[config.mk]
export PLATFORM = sky130hd
export DESIGN_NAME = pes_ctrl
export DESIGN_NICKNAME = d
export VERILOG_FILES = /design/src/design/pes_pkg.sv /design/src/design/pes_ctrl.sv
export VERILOG_INCLUDE_DIRS = /design/src /design/src/design
export SDC_FILE = /design/constraint.sdc
export NUM_CORES = 1
export LEC_CHECK = 0
export ABC_AREA = 1
export BUFFER_PORTS_ARGS = -buffer_cell sky130_fd_sc_hd__buf_2
export CORE_MARGIN = 2
export CORE_UTILIZATION = 45
export DETAILED_ROUTE_END_ITERATION = 10
export GPL_ROUTABILITY_DRIVEN = 0
export HOLD_SLACK_MARGIN = 0.02
export PLACE_DENSITY_LB_ADDON = 0.2
export SETUP_SLACK_MARGIN = 0.4
export SLEW_MARGIN = 20
export SYNTH_ARGS = -nofsm -noshare
export SYNTH_HDL_FRONTEND = slang
export SYNTH_SLANG_ARGS = --single-unit
[constraint.sdc]
create_clock -name i_clk -period 1.7 [get_ports i_clk]
set_input_delay 0.34 -clock i_clk [delete_from_list [all_inputs] [get_ports i_clk]]
set_output_delay 0.34 -clock i_clk [all_outputs]
set_load 0.01 [all_outputs]
[src/design/product_except_self_unit_assert.svh]
// assertion macros used by the controller, pes_ctrl
`ifndef PRODUCT_EXCEPT_SELF_UNIT_ASSERT_SVH
`define PRODUCT_EXCEPT_SELF_UNIT_ASSERT_SVH

// same-cycle implication
`define PES_ASSERT_NOW(label, clk, rst_n, ante, cons, msg) \
    label: assert property (@(posedge clk) disable iff (!rst_n) (ante) |-> (cons)) \
        else $error(msg);

// next-cycle implication
`define PES_ASSERT_NEXT(label, clk, rst_n, ante, cons, msg) \
    label: assert property (@(posedge clk) disable iff (!rst_n) (ante) |=> (cons)) \
        else $error(msg);

`endif

[src/design/pes_pkg.sv]
package pes_pkg;

    localparam int DEF_MAX_ELEMENTS = 64;
    localparam int DEF_ELEMENT_BITS = 8;
    localparam int PRODUCT_BITS     = 64;
    localparam int DIGIT_BITS       = 16;

    typedef enum logic [1:0] {
        MS_LOAD,
        MS_BACK,
        MS_FWD
    } t_mul_src;

    typedef struct packed {
        logic     load_wr;
        logic     suffix_wr;
        logic     mul_start;
        t_mul_src mul_src;
        logic     run_set;
        logic     run_one;
        logic     acc_set;
        logic     acc_one;
        logic     out_load;
        logic     out_last;
    } t_cmd;

    typedef struct packed {
        logic mul_busy;
        logic mul_done;
        logic out_free;
    } t_sts;

endpackage

[src/design/pes_ctrl.sv]
`include "product_except_self_unit_assert.svh"

module pes_ctrl #(
    parameter int MAX_ELEMENTS = pes_pkg::DEF_MAX_ELEMENTS,
    localparam int IW = (MAX_ELEMENTS > 1) ? $clog2(MAX_ELEMENTS) : 1
) (
    input  logic          i_clk,
    input  logic          i_rst_n,
    input  logic          i_s_valid,
    input  logic          i_s_last,
    output logic          o_s_ready,
    input  pes_pkg::t_sts i_sts,
    output pes_pkg::t_cmd o_cmd,
    output logic [IW-1:0] o_addr
);

    localparam int CW = $clog2(MAX_ELEMENTS + 1);

    typedef enum logic [3:0] {
        S_LOAD,
        S_LMUL,
        S_BRD,
        S_BSTART,
        S_BMUL,
        S_FRD,
        S_FSTART,
        S_FMUL,
        S_FOUT
    } t_state;

    t_state        r_state, n_state;
    logic [CW-1:0] r_cnt, n_cnt;
    logic [IW-1:0] r_k, n_k;
    logic [IW-1:0] r_kl, n_kl;
    logic          r_mark, n_mark;

    always_comb begin
        n_state   = r_state;
        n_cnt     = r_cnt;
        n_k       = r_k;
        n_kl      = r_kl;
        n_mark    = r_mark;
        o_cmd     = '0;
        o_addr    = r_k;
        o_s_ready = 1'b0;
        unique case (r_state)
            S_LOAD: begin
                o_s_ready = 1'b1;
                o_addr    = r_cnt[IW-1:0];
                if (i_s_valid) begin
                    o_cmd.load_wr   = 1'b1;
                    o_cmd.mul_start = 1'b1;
                    o_cmd.mul_src   = pes_pkg::MS_LOAD;
                    n_mark  = i_s_last || (r_cnt == CW'(MAX_ELEMENTS - 1));
                    n_state = S_LMUL;
                end
            end
            S_LMUL: begin
                if (i_sts.mul_done) begin
                    o_cmd.run_set = 1'b1;
                    if (r_mark) begin
                        o_cmd.acc_one = 1'b1;
                        n_k     = r_cnt[IW-1:0];
                        n_kl    = r_cnt[IW-1:0];
                        n_state = S_BRD;
                    end else begin
                        n_cnt   = r_cnt + CW'(1);
                        n_state = S_LOAD;
                    end
                end
            end
            S_BRD: begin
                o_cmd.suffix_wr = 1'b1;
                n_state = S_BSTART;
            end
            S_BSTART: begin
                o_cmd.mul_start = 1'b1;
                o_cmd.mul_src   = pes_pkg::MS_BACK;
                n_state = S_BMUL;
            end
            S_BMUL: begin
                if (i_sts.mul_done) begin
                    o_cmd.acc_set = 1'b1;
                    if (r_k == '0) begin
                        n_state = S_FRD;
                    end else begin
                        n_k     = r_k - IW'(1);
                        n_state = S_BRD;
                    end
                end
            end
            S_FRD: begin
                n_state = S_FSTART;
            end
            S_FSTART: begin
                o_cmd.mul_start = 1'b1;
                o_cmd.mul_src   = pes_pkg::MS_FWD;
                n_state = S_FMUL;
            end
            S_FMUL: begin
                if (i_sts.mul_done) begin
                    n_state = S_FOUT;
                end
            end
            S_FOUT: begin
                if (i_sts.out_free) begin
                    o_cmd.out_load = 1'b1;
                    o_cmd.out_last = (r_k == r_kl);
                    if (r_k == r_kl) begin
                        o_cmd.run_one = 1'b1;
                        n_cnt   = '0;
                        n_k     = '0;
                        n_state = S_LOAD;
                    end else begin
                        n_k     = r_k + IW'(1);
                        n_state = S_FRD;
                    end
                end
            end
            default: begin
                n_state = S_LOAD;
            end
        endcase
    end

    always_ff @(posedge i_clk) begin
        if (!i_rst_n) begin
            r_state <= S_LOAD;
            r_cnt   <= '0;
            r_k     <= '0;
            r_kl    <= '0;
            r_mark  <= 1'b0;
        end else begin
            r_state <= n_state;
            r_cnt   <= n_cnt;
            r_k     <= n_k;
            r_kl    <= n_kl;
            r_mark  <= n_mark;
        end
    end

    `PES_ASSERT_NOW(a_cnt_in_range, i_clk, i_rst_n, o_s_ready, int'(r_cnt) < MAX_ELEMENTS, "load index past store depth")
    `PES_ASSERT_NOW(a_out_free, i_clk, i_rst_n, o_cmd.out_load, i_sts.out_free, "output register overwritten")
    `PES_ASSERT_NOW(a_mul_idle, i_clk, i_rst_n, o_cmd.mul_start, !i_sts.mul_busy, "multiplier started while busy")
    `PES_ASSERT_NEXT(a_set_restart, i_clk, i_rst_n, o_cmd.out_load && o_cmd.out_last, (r_cnt == '0) && o_s_ready, "set did not restart")

endmodule

Word level (Yosys, flattened, before mapping)
Cells that the tools add are included.
{ "op_classes": {"n_reduce_logical": 10, "n_eq_ne": 19, "n_addsub": 3, "mux": 39} }
{ "ops": {"columns": ["op", "n"], "rows": [
  ["$mux W6", 7],
  ["$pmux W4 S9", 1],
  ["$mux W7", 4],
  ["$mux W4", 5],
  ["$ne A2 B2 Y1 const B", 9],
  ["$pmux W6 S3", 1],
  ["$eq A4 B3 Y1 const B", 4],
  ["$pmux W7 S2", 1],
  ["$mux W1", 13],
  ["$reduce_and A5 Y1", 2],
  ["$mux W3", 3],
  ["$pmux W3 S3", 1],
  ["$eq A4 B2 Y1 const B", 2],
  ["$add A7 B1 Y7 const B", 1],
  ["$eq A7 B6 Y1 const B", 1],
  ["$add A6 B1 Y6 const B", 1],
  ["$eq A6 B6 Y1", 1],
  ["$logic_not A6 Y1", 1],
  ["$mux W2", 3],
  ["$reduce_and A6 Y1", 1],
  ["$sub A6 B1 Y6 const B", 1],
  ["$eq A4 B1 Y1 const B", 1],
  ["$eq A4 B4 Y1 const B", 1],
  ["$logic_not A4 Y1", 1],
  ["5 further kinds", 5]
]} }
{ "totals": {"reg_bits": 24, "output_inout_bits": 18, "input_bits": 7} }

Logic depth before layout (Yosys ltp)
{ "depth": {"depth_word": 4, "ltp_mapped": 11} }

Worst setup path after synthesis
OpenSTA, ideal clock, no wires.
{ "synth_path": {"path_kind": "reg2out", "startpoint": "register r_state[1]", "endpoint": "output port o_cmd[4] (netlist name)", "n_path_buf": 1, "stages_incl_launch_ff": 7, "t_required_ns": 1.360, "arrival_time_ns": 1.273, "setup_slack_ns": 0.087, "path_cell_list": "dfxtp_1 > nor2_4 > nand3_4 > inv_4 > nand4_4 > nor2_1 > buf_4"} }
{ "synth_rtl": {"columns": ["item", "line_no", "text"], "rows": [
  ["from (decl)", "pes_ctrl.sv:31", "t_state r_state, n_state;"],
  ["from (signal assigned)", "pes_ctrl.sv:134", "r_state <= n_state;"],
  ["to (decl)", "pes_ctrl.sv:13", "output pes_pkg::t_cmd o_cmd,"]
]} }

==> out/qor.yml <==
power:
  swShare: 0.3808
  p_per_area_nw_per_um2: 630.6
  vdd_drop_max_mv: 0.5047
  power_frac_clock: 0.226
  combinationalPowerShare: 0.415
  p_seq_frac: 0.360
  p_leak_nw: 1.303
  p_int_w: 0.001129
  switching_power_w: 0.0006941
status:
  status: "finished, violations left"
  violations: "negative setup slack"
yosys:
  synth_area_leader_cell: "dfxtp_1"
  synth_top_area_frac: 0.2632
  synth_seq_area_share: 0.2632
  synth_edf_count: 0
  synth_area_um2: 1826
  synth_nets: 301
  avgSynthCellArea_um2: 6.295
  async_reset_ff_frac: 0
  synth_area_leaders: "dfxtp_1, nand2_1, nor2_1"
  ys.flop_type: "dfxtp_1"
  postSynthCellCount: 290
  synth.distinct_cells: 32
  ys_warn_count: 0
  yosys_register_bits: 24
setup_path:
  crit_path_max_fanout: 5
  worst_r2r_path_depth: 10
  timing.rr.start: "r_state[3]"
  criticalPathCategory: "reg2out"
  required_ns: 1.36
  ff2ff_setup_slack_ns: 0.06
  crit_end: "o_cmd[8]"
  cp.arrival_ns: 1.44
  cp-startpoint: "r_state[0]"
  startpoint_type: "register"
  cp-end-kind: "primary output"
  r2r-end: "r_k[5]"
cts:
  clock_latency_ns: 0.27
  cts_buffer_depth: 2
  cts.sinks: 24
  numCtsBuffers: 3
  cts_tree: "yes"
  clockRootBuffer: "clkbuf_8"
  clkTransAtPathRegs_ns: 0.09
  h-tree-depth: 1
  cts_hold_buf: 0
sta:
  worst_slew_margin_rel: 0.6543
  hold_viol_final: 0
  period_needed_ns: 1.777
  setup_viol: 9
  hold_slack_ns: 0.3262
  fin_ws_ns: -0.07750
  tightest_slew_ns: 0.5180
  max_freq_mhz: 562.6
  skew_ns: 0.006046
  slew_violations: 0
  timing.final.crit_share: 1.046
  rsz0062_at_grt: "yes"
detailed_routing:
  wl_per_cell_um: 15.03
  vias: 2160
  drtAntennaViolNets: 0
  wirelength_um: 6178
  first_pass_iters: 4
  routed_via_density: 5.255
  drc: 0
  drtIter0Drc: 108
layout:
  seq_area_um2: 526.8
  fillers: 285
  final_cell_mix: "nand2_1, buf_4, nor2_1"
  drive_gt1_frac: 0.5596
  multi_input_area_um2: 1470
  final_nets: 373
  post-route-util: 0.7331
  areaGrowthSynthToFinish_pct: 58.33
  final_common_cell: "nand2_1"
  n_antenna_cell: 0
grt:
  grt_pass1_vias: 1809
  grt_max_degree: 14
  grt_pass1_wl_um: 8818
  grt.total_usage: 0.2578
  grt_overflow: 0
  antenna_found_initial: 0
floorplan:
  io_pins: 25
  row_count: 23
  coreArea_um2: 3943
  die_h_um: 67.69
  start_util: 0.4630
  dieArea_um2: 4582
  dieWidth_um: 67.69
placed_design:
  io_buffers: 23
  hpwl_um: 3559
worst_hold_path:
  whs_path_depth: 3
  hp-class: "in2reg"
flow_run:
  drv_cap: 0
[synthesized netlist by cell type, types with 2 or more instances]
| library cell | n |
|---|---|
| xor2_1 | 5 |
| a21oi_1 | 20 |
| buf_4 | 4 |
| nand3_1 | 25 |
| nand2_2 | 3 |
| nand4_1 | 2 |
| nand2_4 | 2 |
| o21ai_0 | 19 |
| dfxtp_1 | 24 |
| inv_2 | 7 |
| nor2_2 | 4 |
| ha_1 | 4 |
| nand2_1 | 71 |
| o21ai_1 | 7 |
| nor2_1 | 36 |
| buf_1 | 2 |
| nor3_1 | 5 |
| inv_4 | 2 |
| inv_1 | 29 |
| nor2_4 | 7 |
[worst max-delay path, cell delays in order (launching register included)]
cell and delay [ns]:
dfxtp_4 0.40, inv_4 0.06, nand2_4 0.07, nor2_4 0.05
inv_2 0.09, nor2_4 0.05, or3_4 0.32, buf_6 0.13
[state kept, by name (all words and copies together), names as in the netlist]
register and flops:
r_state 4, r_mark 1, r_kl 6, r_k 6, r_cnt 7
[power groups by stage]
stage,Combinational (W),Clock [W],Sequential (W)
after detailed placement,0.000501,0,0.000661
after global placement,0.000497,0,0.000661
after CTS,0.000628,0.000407,0.000649
after global routing,0.000808,0.000426,0.000661
after floorplan,0.000391,0,0.000646
final,0.000756,0.000411,0.000656
[area by class of cell]
| cell class | count | area share |
|---|---|---|
| clock buffer | 4 | 0.01905 |
| inverter | 38 | 0.05541 |
| multi-input combinational | 220 | 0.5087 |
| sequential | 24 | 0.1823 |
| tap | 50 | 0.02165 |
| timing repair buffer | 75 | 0.2130 |
[layer usage]
layer,share of wire,track usage,wire (um),up-vias
li1,-,-,-,1075
met1,0.40,0.3256,2497,1013
met2,0.53,0.4620,3267,60
met3,0.050,0.03167,307,12
met4,0.017,0.06122,106,0
met5,0,0,0,-
[per-stage QoR]
stage          cell area, um2  total power, W  worst slack, ns  cells  setup TNS [ns]
2_1_floorplan            1928        0.001037           0.2233    290               0
3_3_place_gp             2113        0.001158           0.1289    363               0
3_5_place_dp             2113        0.001162           0.1275    363               0
4_1_cts                  2625        0.001684         -0.03925    403         -0.1117
5_1_grt                  2890        0.001895          -0.1058    411         -0.7870
6_report                 2890        0.001823         -0.07750    411         -0.3073
[worst min-delay path by stage]
stage,start,end,slack [ns]
after floorplan,r_kl[0],r_kl[0],0.44
after global placement,r_kl[0],r_kl[0],0.45
after detailed placement,r_kl[5],r_kl[5],0.46
after CTS,i_s_last,r_mark,0.34
after global routing,i_s_last,r_mark,0.34
final,i_s_last,r_mark,0.33
[cell families after synthesis]
group,count (synthesis),synth area share
AO/OA/AOI/OAI,48,0.1343
XOR/XNOR,6,0.02879
adder cells (fa/ha/maj),4,0.02742
buffers and inverters,47,0.1124
flip-flops,24,0.2632
AND/OR/NAND/NOR,161,0.4339
[repair_timing]
item,CTS,global route
buffers inserted,34,8
setup endpoints to repair,40,41
resized for setup,67,60
cloned,2,0
pin swaps,29,23
Power figures use the tool's default switching activity.
